## src/rtl/core/msadpcm_pkg.sv

```systemverilog
// Shared types, codes and constants of the MS ADPCM block decoder.
package msadpcm_pkg;

    // Predictor coefficient table size and the config registers that hold it.
    localparam int COEF_PAIRS = 8;
    localparam int COEF_REGS  = 4;

    // Depth of the command queue between front and back.
    localparam int QUEUE_DEPTH = 2;
    localparam int QUEUE_PTR_W = $clog2(QUEUE_DEPTH);
    localparam int QUEUE_CNT_W = $clog2(QUEUE_DEPTH + 1);

    // Configuration register indexes.
    localparam logic [2:0] REG_CHANNEL_COUNT = 3'd0;
    localparam logic [2:0] REG_BLOCK_BYTES   = 3'd1;
    localparam logic [2:0] REG_COEF_COUNT    = 3'd2;
    localparam logic [2:0] REG_COEF_PAIRS_01 = 3'd3;
    localparam logic [2:0] REG_COEF_PAIRS_23 = 3'd4;
    localparam logic [2:0] REG_COEF_PAIRS_45 = 3'd5;
    localparam logic [2:0] REG_COEF_PAIRS_67 = 3'd6;

    // Result status codes.
    localparam logic [1:0] STATUS_OK        = 2'd0;
    localparam logic [1:0] STATUS_BAD_INDEX = 2'd1;
    localparam logic [1:0] STATUS_SHORT     = 2'd2;

    // Header word fields.
    localparam logic [1:0] FIELD_DELTA  = 2'd0;
    localparam logic [1:0] FIELD_NEWEST = 2'd1;
    localparam logic [1:0] FIELD_OLDER  = 2'd2;

    // Step delta adaptation factors, indexed by the 4-bit code.
    localparam logic [9:0] ADAPT_TABLE [16] = '{
        10'd230, 10'd230, 10'd230, 10'd230, 10'd307, 10'd409, 10'd512, 10'd614,
        10'd768, 10'd614, 10'd512, 10'd409, 10'd307, 10'd230, 10'd230, 10'd230
    };

    // Kinds of work the front hands to the back.
    typedef enum logic [1:0] {
        CMD_ERR,
        CMD_COEF,
        CMD_WORD,
        CMD_DATA
    } cmd_kind_t;

    // One queued command. The data field holds a coefficient pair, a header
    // word or a data byte depending on the kind.
    typedef struct packed {
        cmd_kind_t   kind;
        logic [1:0]  status;
        logic        ch;
        logic        stereo;
        logic [1:0]  field;
        logic        emit;
        logic [31:0] data;
    } cmd_t;

endpackage

```

## src/rtl/core/ms_adpcm_block_decoder_top.sv

```systemverilog
// Top level of the MS ADPCM block decoder: front, command queue and back.
//
// The input channel (in_valid, in_stall, stream_byte) takes one stream word
// per cycle while the two-entry command queue has room. Header words that
// only hold a low byte cause no result and never reach the queue.
// The output channel (out_valid, out_stall, pcm_sample, channel_id,
// last_of_item, status) gives one sample word per cycle at most; last_of_item
// marks the final result caused by an input word.
// An error result passes through the command queue into the output register,
// a seed result through the S_SEED state; a data word gives its first sample
// after the S_MUL and S_FIN states and its second after a further S_MUL/S_FIN.
// In the back a data word is dispatched and then runs the product-sum (S_MUL)
// and finish (S_FIN) stages for each nibble, high nibble first.
// The final header word of a block emits 2 (mono) or 4 (stereo) seed words,
// one per cycle unless the output stalls; other header words give no result.
// Reset (rst_n low, asynchronous) restores the register defaults, clears all
// channel state and starts at the beginning of a block.
// When the receiver stalls, the output word holds, the back waits, and the
// queue fills; in_stall rises once the queue is full.
// Configuration writes (cfg_valid, cfg_ready, cfg_index, cfg_data) are taken
// in any cycle and belong in idle periods.
module ms_adpcm_block_decoder_top
    import msadpcm_pkg::*;
(
    input  logic               clk,
    input  logic               rst_n,
    input  logic               in_valid,
    output logic               in_stall,
    input  logic [7:0]         stream_byte,
    output logic               out_valid,
    input  logic               out_stall,
    output logic signed [15:0] pcm_sample,
    output logic               channel_id,
    output logic               last_of_item,
    output logic [1:0]         status,
    input  logic               cfg_valid,
    output logic               cfg_ready,
    input  logic [2:0]         cfg_index,
    input  logic [63:0]        cfg_data
);

    logic push;
    cmd_t push_cmd;
    logic q_full;
    logic pop;
    logic head_valid;
    cmd_t head_cmd;

    // Classification of incoming words.
    msadpcm_front u_front (
        .clk         (clk),
        .rst_n       (rst_n),
        .in_valid    (in_valid),
        .in_stall    (in_stall),
        .stream_byte (stream_byte),
        .cfg_valid   (cfg_valid),
        .cfg_ready   (cfg_ready),
        .cfg_index   (cfg_index),
        .cfg_data    (cfg_data),
        .q_full      (q_full),
        .push        (push),
        .push_cmd    (push_cmd)
    );

    // Decoupling queue.
    msadpcm_queue u_queue (
        .clk        (clk),
        .rst_n      (rst_n),
        .push       (push),
        .push_cmd   (push_cmd),
        .full       (q_full),
        .pop        (pop),
        .head_valid (head_valid),
        .head_cmd   (head_cmd)
    );

    // Decoding and result delivery.
    msadpcm_back u_back (
        .clk          (clk),
        .rst_n        (rst_n),
        .head_valid   (head_valid),
        .head_cmd     (head_cmd),
        .pop          (pop),
        .out_valid    (out_valid),
        .out_stall    (out_stall),
        .pcm_sample   (pcm_sample),
        .channel_id   (channel_id),
        .last_of_item (last_of_item),
        .status       (status)
    );

endmodule

```

## src/rtl/core/msadpcm_front.sv

```systemverilog
// Front part: configuration registers, block position tracking and byte classification.
module msadpcm_front
    import msadpcm_pkg::*;
(
    input  logic        clk,
    input  logic        rst_n,
    input  logic        in_valid,
    output logic        in_stall,
    input  logic [7:0]  stream_byte,
    input  logic        cfg_valid,
    output logic        cfg_ready,
    input  logic [2:0]  cfg_index,
    input  logic [63:0] cfg_data,
    input  logic        q_full,
    output logic        push,
    output cmd_t        push_cmd
);

    logic [1:0]  chan_count_reg;
    logic [15:0] block_bytes_reg;
    logic [3:0]  coef_count_reg;
    logic [63:0] coef_reg [COEF_REGS];

    logic [15:0] pos_reg;
    logic        skip_reg;
    logic [7:0]  low_reg;

    logic        accept;
    logic        stereo;
    logic [4:0]  hdr_len;
    logic [1:0]  nch;
    logic        blk_end;
    logic [3:0]  valid_pairs;
    logic [3:0]  hdr_off;
    logic [2:0]  hdr_k;
    logic [2:0]  pair_idx;
    logic [31:0] pair_word;
    logic        has_cmd;
    logic        set_skip;
    logic        hold_low;
    cmd_t        cmd;

    // Writes are taken in any cycle.
    assign cfg_ready = 1'b1;
    assign in_stall  = q_full;
    assign accept    = in_valid && !q_full;
    assign push      = accept && has_cmd;
    assign push_cmd  = cmd;

    // Block geometry from the current register values.
    assign stereo      = (chan_count_reg == 2'd2);
    assign hdr_len     = stereo ? 5'd14 : 5'd7;
    assign nch         = stereo ? 2'd2 : 2'd1;
    assign blk_end     = ({1'b0, pos_reg} + 17'd1) >= {1'b0, block_bytes_reg};
    assign valid_pairs = (coef_count_reg < 4'(COEF_PAIRS)) ? coef_count_reg : 4'(COEF_PAIRS);
    assign hdr_off     = pos_reg[3:0] - {2'b00, nch};
    assign hdr_k       = hdr_off[3:1];
    assign pair_idx    = stream_byte[2:0];
    assign pair_word   = pair_idx[0] ? coef_reg[pair_idx[2:1]][63:32]
                                     : coef_reg[pair_idx[2:1]][31:0];

    // Classify the incoming word by its place in the block.
    always_comb
    begin
        has_cmd    = 1'b0;
        set_skip   = 1'b0;
        hold_low   = 1'b0;
        cmd.kind   = CMD_DATA;
        cmd.status = STATUS_OK;
        cmd.ch     = 1'b0;
        cmd.stereo = stereo;
        cmd.field  = FIELD_DELTA;
        cmd.emit   = 1'b0;
        cmd.data   = {24'd0, stream_byte};
        if (!skip_reg)
        begin
            priority if (pos_reg == 16'd0 && block_bytes_reg < 16'(hdr_len))
            begin
                has_cmd    = 1'b1;
                set_skip   = 1'b1;
                cmd.kind   = CMD_ERR;
                cmd.status = STATUS_SHORT;
            end
            else if (pos_reg < 16'(nch))
            begin
                has_cmd = 1'b1;
                cmd.ch  = pos_reg[0];
                if (stream_byte >= {4'd0, valid_pairs})
                begin
                    set_skip   = 1'b1;
                    cmd.kind   = CMD_ERR;
                    cmd.status = STATUS_BAD_INDEX;
                end
                else
                begin
                    cmd.kind = CMD_COEF;
                    cmd.data = pair_word;
                end
            end
            else if (pos_reg < 16'(hdr_len))
            begin
                if (!hdr_off[0])
                begin
                    hold_low = 1'b1;
                end
                else
                begin
                    has_cmd   = 1'b1;
                    cmd.kind  = CMD_WORD;
                    cmd.data  = {16'd0, stream_byte, low_reg};
                    cmd.field = stereo ? hdr_k[2:1] : hdr_k[1:0];
                    cmd.ch    = stereo & hdr_k[0];
                    cmd.emit  = (cmd.field == FIELD_OLDER) && (cmd.ch == stereo);
                end
            end
            else
            begin
                has_cmd = 1'b1;
            end
        end
    end

    // Configuration registers.
    always_ff @(posedge clk or negedge rst_n)
    begin
        if (!rst_n)
        begin
            chan_count_reg  <= 2'd1;
            block_bytes_reg <= 16'd256;
            coef_count_reg  <= 4'd7;
            for (int i = 0; i < COEF_REGS; i++)
            begin
                coef_reg[i] <= 64'd0;
            end
        end
        else if (cfg_valid && cfg_ready)
        begin
            unique case (cfg_index)
                REG_CHANNEL_COUNT: chan_count_reg  <= cfg_data[1:0];
                REG_BLOCK_BYTES:   block_bytes_reg <= cfg_data[15:0];
                REG_COEF_COUNT:    coef_count_reg  <= cfg_data[3:0];
                REG_COEF_PAIRS_01: coef_reg[0]     <= cfg_data;
                REG_COEF_PAIRS_23: coef_reg[1]     <= cfg_data;
                REG_COEF_PAIRS_45: coef_reg[2]     <= cfg_data;
                REG_COEF_PAIRS_67: coef_reg[3]     <= cfg_data;
                default:           ;
            endcase
        end
    end

    // Block position, skip flag and the held low header byte.
    always_ff @(posedge clk or negedge rst_n)
    begin
        if (!rst_n)
        begin
            pos_reg  <= 16'd0;
            skip_reg <= 1'b0;
            low_reg  <= 8'd0;
        end
        else if (accept)
        begin
            if (hold_low)
            begin
                low_reg <= stream_byte;
            end
            if (blk_end)
            begin
                pos_reg  <= 16'd0;
                skip_reg <= 1'b0;
            end
            else
            begin
                pos_reg <= pos_reg + 16'd1;
                if (set_skip)
                begin
                    skip_reg <= 1'b1;
                end
            end
        end
    end

endmodule

```

## src/rtl/core/msadpcm_queue.sv

```systemverilog
// Short command queue between the front and the back of the decoder.
module msadpcm_queue
    import msadpcm_pkg::*;
(
    input  logic clk,
    input  logic rst_n,
    input  logic push,
    input  cmd_t push_cmd,
    output logic full,
    input  logic pop,
    output logic head_valid,
    output cmd_t head_cmd
);

    cmd_t                   entries_reg [QUEUE_DEPTH];
    logic [QUEUE_PTR_W-1:0] wr_ptr_reg;
    logic [QUEUE_PTR_W-1:0] rd_ptr_reg;
    logic [QUEUE_CNT_W-1:0] count_reg;

    assign full       = (count_reg == QUEUE_CNT_W'(QUEUE_DEPTH));
    assign head_valid = (count_reg != '0);
    assign head_cmd   = entries_reg[rd_ptr_reg];

    // Entry storage.
    always_ff @(posedge clk)
    begin
        if (push)
        begin
            entries_reg[wr_ptr_reg] <= push_cmd;
        end
    end

    // Pointers and fill count.
    always_ff @(posedge clk or negedge rst_n)
    begin
        if (!rst_n)
        begin
            wr_ptr_reg <= '0;
            rd_ptr_reg <= '0;
            count_reg  <= '0;
        end
        else
        begin
            if (push)
            begin
                wr_ptr_reg <= (wr_ptr_reg == QUEUE_PTR_W'(QUEUE_DEPTH - 1)) ? '0
                                                                          : wr_ptr_reg + 1'b1;
            end
            if (pop)
            begin
                rd_ptr_reg <= (rd_ptr_reg == QUEUE_PTR_W'(QUEUE_DEPTH - 1)) ? '0
                                                                          : rd_ptr_reg + 1'b1;
            end
            if (push && !pop)
            begin
                count_reg <= count_reg + 1'b1;
            end
            else if (pop && !push)
            begin
                count_reg <= count_reg - 1'b1;
            end
        end
    end

endmodule

```

## src/rtl/core/msadpcm_back.sv

```systemverilog
// Back part: channel state, nibble decoding, seed emission and the output register.
module msadpcm_back
    import msadpcm_pkg::*;
(
    input  logic               clk,
    input  logic               rst_n,
    input  logic               head_valid,
    input  cmd_t               head_cmd,
    output logic               pop,
    output logic               out_valid,
    input  logic               out_stall,
    output logic signed [15:0] pcm_sample,
    output logic               channel_id,
    output logic               last_of_item,
    output logic [1:0]         status
);

    typedef enum logic [1:0] {
        S_IDLE,
        S_MUL,
        S_FIN,
        S_SEED
    } state_t;

    state_t             state_reg;
    logic               nib_sel_reg;
    logic [1:0]         seed_idx_reg;
    logic signed [32:0] prod_sum_reg;

    logic signed [15:0] coef1_reg  [2];
    logic signed [15:0] coef2_reg  [2];
    logic signed [15:0] delta_reg  [2];
    logic signed [15:0] newest_reg [2];
    logic signed [15:0] older_reg  [2];

    logic               out_valid_reg;
    logic signed [15:0] pcm_reg;
    logic               ch_reg;
    logic               last_reg;
    logic [1:0]         status_reg;

    logic               out_free;
    logic [3:0]         nib_code;
    logic               dec_ch;
    logic signed [31:0] prod1;
    logic signed [31:0] prod2;
    logic signed [32:0] prod_sum;
    logic signed [24:0] pred_base;
    logic signed [4:0]  code_s;
    logic signed [20:0] step_term;
    logic signed [25:0] pred;
    logic signed [15:0] sample_clamped;
    logic signed [10:0] adapt_s;
    logic signed [26:0] adapt_prod;
    logic signed [18:0] delta_new;
    logic signed [15:0] delta_clamped;
    logic               seed_ch;
    logic               seed_newer;
    logic               seed_last;

    assign out_valid    = out_valid_reg;
    assign pcm_sample   = pcm_reg;
    assign channel_id   = ch_reg;
    assign last_of_item = last_reg;
    assign status       = status_reg;

    // The output register can take a new word when empty or being drained.
    assign out_free = !out_valid_reg || !out_stall;

    // Prediction products for the current nibble.
    assign nib_code = nib_sel_reg ? head_cmd.data[3:0] : head_cmd.data[7:4];
    assign dec_ch   = nib_sel_reg & head_cmd.stereo;
    assign prod1    = newest_reg[dec_ch] * coef1_reg[dec_ch];
    assign prod2    = older_reg[dec_ch] * coef2_reg[dec_ch];
    assign prod_sum = 33'(prod1) + 33'(prod2);

    // Prediction finish: floor of the product sum over 256 plus code times delta.
    assign pred_base = $signed(prod_sum_reg[32:8]);
    assign code_s    = $signed({nib_code[3], nib_code});
    assign step_term = code_s * delta_reg[dec_ch];
    assign pred      = 26'(pred_base) + 26'(step_term);

    always_comb
    begin
        priority if (pred < -26'sd32768)
        begin
            sample_clamped = -16'sd32768;
        end
        else if (pred > 26'sd32767)
        begin
            sample_clamped = 16'sd32767;
        end
        else
        begin
            sample_clamped = pred[15:0];
        end
    end

    // Delta adaptation, floored, held at a minimum of 16 and saturated.
    assign adapt_s    = $signed({1'b0, ADAPT_TABLE[nib_code]});
    assign adapt_prod = adapt_s * delta_reg[dec_ch];
    assign delta_new  = $signed(adapt_prod[26:8]);

    always_comb
    begin
        priority if (delta_new < 19'sd16)
        begin
            delta_clamped = 16'sd16;
        end
        else if (delta_new > 19'sd32767)
        begin
            delta_clamped = 16'sd32767;
        end
        else
        begin
            delta_clamped = delta_new[15:0];
        end
    end

    // Seed order: older samples first, left before right.
    assign seed_ch    = head_cmd.stereo & seed_idx_reg[0];
    assign seed_newer = head_cmd.stereo ? seed_idx_reg[1] : seed_idx_reg[0];
    assign seed_last  = (seed_idx_reg == (head_cmd.stereo ? 2'd3 : 2'd1));

    // A command leaves the queue when its last step completes.
    always_comb
    begin
        pop = 1'b0;
        unique case (state_reg)
            S_IDLE:
            begin
                if (head_valid)
                begin
                    unique case (head_cmd.kind)
                        CMD_ERR:  pop = out_free;
                        CMD_COEF: pop = 1'b1;
                        CMD_WORD: pop = !head_cmd.emit;
                        CMD_DATA: pop = 1'b0;
                    endcase
                end
            end
            S_MUL:  pop = 1'b0;
            S_FIN:  pop = out_free && nib_sel_reg;
            S_SEED: pop = out_free && seed_last;
        endcase
    end

    // Sequencer, channel state and output register.
    always_ff @(posedge clk or negedge rst_n)
    begin
        if (!rst_n)
        begin
            state_reg     <= S_IDLE;
            nib_sel_reg   <= 1'b0;
            seed_idx_reg  <= 2'd0;
            prod_sum_reg  <= '0;
            out_valid_reg <= 1'b0;
            pcm_reg       <= '0;
            ch_reg        <= 1'b0;
            last_reg      <= 1'b0;
            status_reg    <= STATUS_OK;
            for (int i = 0; i < 2; i++)
            begin
                coef1_reg[i]  <= '0;
                coef2_reg[i]  <= '0;
                delta_reg[i]  <= '0;
                newest_reg[i] <= '0;
                older_reg[i]  <= '0;
            end
        end
        else
        begin
            if (out_valid_reg && !out_stall)
            begin
                out_valid_reg <= 1'b0;
            end
            unique case (state_reg)
                S_IDLE:
                begin
                    if (head_valid)
                    begin
                        unique case (head_cmd.kind)
                            CMD_ERR:
                            begin
                                if (out_free)
                                begin
                                    out_valid_reg <= 1'b1;
                                    pcm_reg       <= '0;
                                    ch_reg        <= head_cmd.ch;
                                    last_reg      <= 1'b1;
                                    status_reg    <= head_cmd.status;
                                end
                            end
                            CMD_COEF:
                            begin
                                coef1_reg[head_cmd.ch] <= head_cmd.data[15:0];
                                coef2_reg[head_cmd.ch] <= head_cmd.data[31:16];
                            end
                            CMD_WORD:
                            begin
                                unique case (head_cmd.field)
                                    FIELD_DELTA:  delta_reg[head_cmd.ch]  <= head_cmd.data[15:0];
                                    FIELD_NEWEST: newest_reg[head_cmd.ch] <= head_cmd.data[15:0];
                                    FIELD_OLDER:  older_reg[head_cmd.ch]  <= head_cmd.data[15:0];
                                    default:      ;
                                endcase
                                if (head_cmd.emit)
                                begin
                                    seed_idx_reg <= 2'd0;
                                    state_reg    <= S_SEED;
                                end
                            end
                            CMD_DATA:
                            begin
                                nib_sel_reg <= 1'b0;
                                state_reg   <= S_MUL;
                            end
                        endcase
                    end
                end
                S_MUL:
                begin
                    prod_sum_reg <= prod_sum;
                    state_reg    <= S_FIN;
                end
                S_FIN:
                begin
                    if (out_free)
                    begin
                        older_reg[dec_ch]  <= newest_reg[dec_ch];
                        newest_reg[dec_ch] <= sample_clamped;
                        delta_reg[dec_ch]  <= delta_clamped;
                        out_valid_reg      <= 1'b1;
                        pcm_reg            <= sample_clamped;
                        ch_reg             <= dec_ch;
                        last_reg           <= nib_sel_reg;
                        status_reg         <= STATUS_OK;
                        if (nib_sel_reg)
                        begin
                            state_reg <= S_IDLE;
                        end
                        else
                        begin
                            nib_sel_reg <= 1'b1;
                            state_reg   <= S_MUL;
                        end
                    end
                end
                S_SEED:
                begin
                    if (out_free)
                    begin
                        out_valid_reg <= 1'b1;
                        pcm_reg       <= seed_newer ? newest_reg[seed_ch] : older_reg[seed_ch];
                        ch_reg        <= seed_ch;
                        last_reg      <= seed_last;
                        status_reg    <= STATUS_OK;
                        if (seed_last)
                        begin
                            state_reg <= S_IDLE;
                        end
                        else
                        begin
                            seed_idx_reg <= seed_idx_reg + 2'd1;
                        end
                    end
                end
            endcase
        end
    end

endmodule
```

## config.mk

```make
export PLATFORM = sky130hd
export DESIGN_NAME = ms_adpcm_block_decoder_top
export DESIGN_NICKNAME = d
export VERILOG_FILES = /design/src/rtl/core/msadpcm_pkg.sv /design/src/rtl/core/ms_adpcm_block_decoder_top.sv /design/src/rtl/core/msadpcm_front.sv /design/src/rtl/core/msadpcm_queue.sv /design/src/rtl/core/msadpcm_back.sv
export SDC_FILE = /design/constraint.sdc
export NUM_CORES = 2
export LEC_CHECK = 0
export BUFFER_PORTS_ARGS = -buffer_cell sky130_fd_sc_hd__buf_2
export CORE_ASPECT_RATIO = 1.1
export CORE_UTILIZATION = 33
export CTS_CLUSTER_DIAMETER = 100
export DETAILED_ROUTE_END_ITERATION = 12
export MAX_ROUTING_LAYER = met4
export PLACE_DENSITY_LB_ADDON = 0.15
export SETUP_SLACK_MARGIN = 0.05
export SLEW_MARGIN = 0
export SYNTH_ARGS = -nofsm -noshare
export SYNTH_HDL_FRONTEND = slang
export SYNTH_SLANG_ARGS = --single-unit
```

## constraint.sdc

```tcl
create_clock -name clk -period 26.5 [get_ports clk]
set_input_delay 0 -clock clk [delete_from_list [all_inputs] [get_ports clk]]
set_output_delay 0 -clock clk [all_outputs]
set_load 0.005 [all_outputs]
```

=== Word-level counts from Yosys, hierarchy flattened ===
Memories as Yosys holds them, arrays and structs flattened.
Cells that the tools add are included.

* Input port bits: 80
* Memory bits (read-only): 160
* Memories: 2
* Bits in registers: 526
* Logic and storage cells: 313
* Memory bits (writable): 82

{| class="wikitable"
|+ Memory list
! name !! depth !! width !! rd ports !! clocked after memory_dff !! wr ports !! RTL line !! RTL
|-
| (no name shown) || 16 || 10 || 1 || 0 || 0 || msadpcm_back.sv:100 || <nowiki>assign adapt_s = $signed({1'b0, ADAPT_TABLE[nib_code]});</nowiki>
|-
| u_queue.entries_reg || 2 || 41 || 1 || 0 || 1 || msadpcm_queue.sv:15 || <nowiki>cmd_t entries_reg [QUEUE_DEPTH];</nowiki>
|}

* Reduce and logical (&&, ||, !) cells: 49
* Order comparisons: 17
* Equal/unequal tests: 35
* Bitwise logic cells: 8
* $mul: 4
* Muxes and demuxes: 156
* Add/sub/neg operators: 10

{| class="wikitable"
|+ Operators with widths
! kind !! count
|-
| 2-to-1 mux 16 bit || 34
|-
| 2-to-1 mux 32 bit || 15
|-
| bitwise mux 32 bit || 8
|-
| case mux 32 bit (2 select lines) || 3
|-
| 2-to-1 mux 35 bit || 4
|-
| binary-select mux 64 bit (select 2 bit) || 1
|-
| 2-to-1 mux 64 bit || 2
|-
| multiplier 16 x 16 -> 32 bit || 2
|-
| case mux 16 bit (3 select lines) || 1
|-
| 2-to-1 mux 1 bit || 47
|-
| 2-to-1 mux 2 bit || 21
|-
| adder 32 x 32 -> 33 bit || 1
|-
| demux 16 bit (select 1 bit) || 2
|-
| less-than comparator 16 x 5 -> 1 bit || 2
|-
| multiplier 11 x 16 -> 27 bit || 1
|-
| adder 25 x 20 -> 26 bit || 1
|-
| greater-than comparator 26 x 16 -> 1 bit (second input constant) || 1
|-
| less-than comparator 26 x 16 -> 1 bit (second input constant) || 1
|-
| multiplier 4 x 16 -> 20 bit || 1
|-
| 2-to-1 mux 10 bit || 2
|-
| AND reduction 5 bit || 4
|-
| greater-than comparator 19 x 16 -> 1 bit (second input constant) || 1
|-
| less-than comparator 19 x 6 -> 1 bit (second input constant) || 1
|-
| AND reduction 2 bit || 9
|-
| 49 further kinds || 114
|}

=== Logic depth before layout (Yosys ltp) ===
An unclocked memory read counts as a cell.

* Depth after elaboration: 14
* Depth in mapped cells: 37
* Gate-level depth less buffers: 31

=== Cells and area by module ===
A second synthesis with hierarchy kept.

* Cell total of the unflattened synthesis: 5,413
* Area, all modules: 57,448.8 um^2

{| class="wikitable"
|+ Modules (own cells, without submodules)
! module !! times used !! sequential area each (um^2) !! cells an instance !! area each (um^2)
|-
| msadpcm_back || 1 || 5,280.1 || 4,171 || 39,322.7
|-
| msadpcm_front || 1 || 7,588.5 || 1,098 || 14,775.4
|-
| msadpcm_queue || 1 || 2,562.5 || 144 || 3,350.7
|}

=== Least setup slack after synthesis ===
No wires, ideal clock.

* Kind: flip-flop to flip-flop
* From: reg u_queue.rd_ptr_reg
* To: reg u_back.prod_sum_reg[32]
* Path buffers: 6
* Data required time: 26.418 ns
* Slack: 16.987 ns
* Library setup time: 0.082 ns
* Arrival time: 9.432 ns
* Stages on the path, launching flop included: 33
* Clock period less this slack: 9.513 ns
* Cells stage by stage: dfrtp_1 -> buf_2 -> mux2_2 -> buf_2 -> nand2_1 -> clkbuf_1 -> buf_1 -> clkbuf_1 -> buf_1 -> mux2i_1 -> nor2_1 -> ha_1 -> fa_1 -> inv_1 -> fa_1 -> fa_1 -> inv_1 -> fa_1 -> inv_1 -> fa_1 -> fa_1 -> inv_1 -> fa_1 -> ha_1 -> a21o_1 -> a221o_1 -> a2111oi_0 -> o21ai_0 -> a41oi_1 -> o31a_1 -> o31ai_1 -> or3_1 -> a31oi_1

* Longest elaborated chain between the ends: 8
* Elaborated cells on any way between the ends: 18
* Classes of those cells: 1 x add/sub; 2 x mul; 12 x mux; 2 x bitwise; 1 x memory

{| class="wikitable"
|+ RTL lines
! what !! RTL line !! RTL
|-
| from (decl) || msadpcm_queue.sv:17 || <nowiki>logic [QUEUE_PTR_W-1:0] rd_ptr_reg;</nowiki>
|-
| from (signal assigned) || msadpcm_queue.sv:51 || <nowiki>rd_ptr_reg <= (rd_ptr_reg == QUEUE_PTR_W'(QUEUE_DEPTH - 1)) ? '0</nowiki>
|-
| memory read (2 x 41 bit) * || -- ||
|-
| bitwise AND 1 bit * || msadpcm_back.sv:72 || <nowiki>assign dec_ch = nib_sel_reg & head_cmd.stereo;</nowiki>
|-
| NOT 1 -> 2 bit (implied by the code) * || msadpcm_back.sv:73, msadpcm_back.sv:74 ||
|-
| 2-to-1 mux 16 bit (on tied branches) (3 in series) || msadpcm_back.sv:73, msadpcm_back.sv:74 ||
|-
| multiplier 16 x 16 -> 32 bit (on tied branches) || msadpcm_back.sv:73, msadpcm_back.sv:74 ||
|-
| adder 32 x 32 -> 33 bit * || msadpcm_back.sv:75 || <nowiki>assign prod_sum = 33'(prod1) + 33'(prod2);</nowiki>
|-
| to (signal assigned) || msadpcm_back.sv:223 || <nowiki>prod_sum_reg <= prod_sum;</nowiki>
|-
| to (decl) || msadpcm_back.sv:28 || <nowiki>logic signed [32:0] prod_sum_reg;</nowiki>
|}

Mark *: on every way between the ends. The rest lies on a longest branch, timed or not. The select of a mux whose other input is x is not followed.
A chain may end at the register's enable or synchronous reset.

=== Worst setup path after layout ===
Same ends and word-level chain as after synthesis.

==> summary.md <==
| Metric | Value |
|---|---|
| Wirelength per Cell | `23.09 um` |
| Area Overhead vs Synth | `11.43%` |
| DP HPWL | `145,200 um` |
| Rows | `159` |
| Max reg flops | `256` |
| Max Fanout on Critical Path | `57` |
| Die Height | `437.3 um` |
| Syn_area_per_cell | `10.34 um^2` |
| Via density | `5.004` |
| TritonRoute pass-1 iters | `6` |
| CP endpoint kind | `flip-flop` |
| Via count of the routed design | `39.65k` |
| GRT Residual Overflow | `0` |
| Initial antenna violation count | `9` |
| Max Cap Violations | `0` |
| Skew final | `0.07242 ns` |
| YS warnings | `0` |
| Core footprint | `170,900 um^2` |
| Die area | `173,900 um^2` |
| PortBufs | `101` |
| Clk root buf | `clkbuf_16` |
| CTS tree | `done` |
| Flops & latches, synth | `600` |
| Nets@finish | `6,763` |
| Synth area leaders | `fa_1 28%, dfrtp_1 23%, mux2_2 6.9%, ha_1 6.3%, inv_1 6.3%` |
| CP max stage delay | `0.83 ns` |
| Slew Limit Fails | `0` |
| Num ports | `103` |
| Gr usage total | `22.08%` |
| Fraction of layout cells with a size suffix above 1 | `13.95%` |
| Crit path top cell by count | `fa_1` |
| Worst skew pair latency | `0.71 ns` |
| Post-synthesis async set-or-reset flop share | `86.33%` |
| Sequential-to-total area share from yosys stat | `27.15%` |
| Post-Synthesis Cells | `5,495` |
| Fmax | `95.49 MHz` |
| Max-slew headroom | `16.00%` |
| CTS buffer count | `70` |
| # clock sinks | `600` |
| Final TNS setup | `0 ns` |
| Global-route wire length before repair | `278,000 um` |
| Period utilization | `39.52%` |
| Setup violations, final | `0` |
| Longest Clk Path Bufs | `3` |
| Mapped Area | `56,830 um^2` |
| Largest net degree at the start of global routing | `92` |
| H-tree depth | `3` |
| # DRC | `0` |
| Worst path arrival time | `11.03 ns` |
| Hold Vio Cnt, Final | `0` |
| Post-synth EDFFs | `82` |
| Vias in the first global route | `42.77k` |
| Cell variety after synth | `84` |
| WL final | `183,000 um` |
| Placer Congestion | `0.9573` |
| Startpoint class of the critical path | `flip-flop` |
| CTS clk-pin slew, worst paths | `0.06 ns` |
| Cell taking the most area after synthesis | `fa_1` |
| Die extent in x | `397.7 um` |
| ANT nets after route | `0` |
| Final Critical Period | `10.47 ns` |
| Least-Margin Pin Slew | `1.225 ns` |
| Hold slack | `0.02555 ns` |
| Synth top area share | `27.83%` |
| Postcts setup bufs | `0` |
| RSZ-0062 raised after global routing | `no` |
| DRT iter0 DRCs | `2,328` |
| Syn nets | `6,652` |
| Starting Density | `33.26%` |
| Worst Path Required | `27.06 ns` |
| Most used DFF post-synth | `dfrtp_1` |
| Fillers | `17.14k` |
| Worst hold path type | `input pin to flip-flop` |
| Outcome | `finished clean` |
| CP max stage cell | `buf_4` |
| Crit Path Category | `flip-flop to flip-flop` |
[cells in the final DEF, fill, tap and decap left out, drive strengths merged, types with 10 or more instances in the layout]
cell         count
fa             790
o31ai           22
or2             34
ha             287
inv            954
nor2           402
clkinv          20
nand4           15
edfxtp          82
xor2            25
dfrtp          513
o211ai          58
a21o            64
a31oi           42
a211oi          10
mux2           350
and3            16
nand3           22
buf            183
nor4            10
mux2i          125
o21a            11
dlygate4sd3     85
a21oi          190
clkbuf         101
nor3            18
nand2          693
nor2b           19
mux4            82
nand2b          13
and2            33
o21bai          14
o21ai          194
xnor2           78
[repair_timing]
item | in CTS | in global routing
resized for setup | 0 | 0
hold endpoints to repair | 417 | 0
hold buffers | 86 | 0
[layout make-up]
type	instances	area [um^2]	area share [%]
antenna	7	17.52	0.02766
clock buffer	101	1968	3.108
clock inverter	27	442.9	0.6994
inverter	953	3577	5.648
multi-input combinational	3713	37070	58.53
sequential	600	15430	24.37
tap	2254	2820	4.453
timing repair buffer	268	2007	3.169
[cells by family (layout without fill, tap and decap cells)]
kind of cell             count (synthesis)  count (layout)  synth area share (%)
multiplexers                           557             557                 12.39
XOR/XNOR                               103             103                 1.587
AO/OA/AOI/OAI                          663             663                 7.168
AND/OR/NAND/NOR                       1312            1312                 9.702
other                                    1               8              0.006598
adder cells (fa/ha/maj)               1077            1077                 34.14
buffers and inverters                 1182            1349                 7.848
flip-flops                             600             600                 27.15
[layer usage]
layer / global-route usage, % / vias up / share of wire [%]
met5: - / - / 0
met4: 7.556 / 0 / 3.7
met3: 1.879 / 228 / 3.8
met2: 35.93 / 891 / 48
met1: 28.90 / 20680 / 44
li1: - / 17850 / -
[stage by stage]
stage          cell area, um^2  setup WS [ns]  instances  util [%]
3_3_place_gp             60030          16.00       7702     35.13
4_1_cts                  63320          15.99       7916     37.05
3_5_place_dp             60030          16.04       7702     35.13
5_1_grt                  63330          15.48       7920     37.06
6_report                 63330          16.03       7923     37.06
2_1_floorplan            56830          16.99       5495         -
[cell usage after synthesis, types with 7 or more instances]
cell / count
nand2b_1: 13
mux2i_1: 125
nor3_1: 18
and2_1: 32
mux4_2: 82
fa_1: 790
or3_1: 9
edfxtp_1: 82
xnor2_1: 78
nand4_1: 15
nand2_1: 693
o31ai_1: 21
o21ai_0: 191
buf_2: 7
a211oi_1: 9
clkbuf_1: 195
buf_1: 24
a31oi_1: 42
o21a_1: 11
a21oi_1: 190
or2_2: 34
o21bai_1: 14
o22ai_1: 7
o211ai_1: 57
nor2_1: 402
and3_1: 16
dfrtp_1: 513
nand3_1: 22
nor4_1: 10
xor2_1: 25
nor2b_1: 19
a21o_1: 64
ha_1: 287
mux2_2: 348
inv_1: 952
[final timing paths]
kind,from,to,slack (ns),depth (start not counted)
max,u_queue.rd_ptr_reg,u_back.prod_sum_reg[32],16.03,26
min,stream_byte[1],u_queue.entries_reg[0][9],0.03,3
max reg2reg,u_queue.rd_ptr_reg,u_back.prod_sum_reg[32],16.03,26
min reg2reg,u_back.coef2_reg[25],u_back.coef2_reg[25],0.47,2
max in group asynchronous,rst_n,u_back.coef1_reg[0],23.37,6
min in group asynchronous,rst_n,u_front.chan_count_reg[0],0.49,3
[worst max-delay path, delay by kind of cell (launching register included)]
family | cells | cell delay, ns
multiplexers | 2 | 1.18
flip-flops | 1 | 0.35
adder cells (fa/ha/maj) | 9 | 4.44
AO/OA/AOI/OAI | 7 | 2.12
buffers and inverters | 5 | 1.12
AND/OR/NAND/NOR | 3 | 1.15
Power is left out: the tool's default activity adds up to more than one toggle a clock period on the data nets, which glitch-free logic cannot reach.
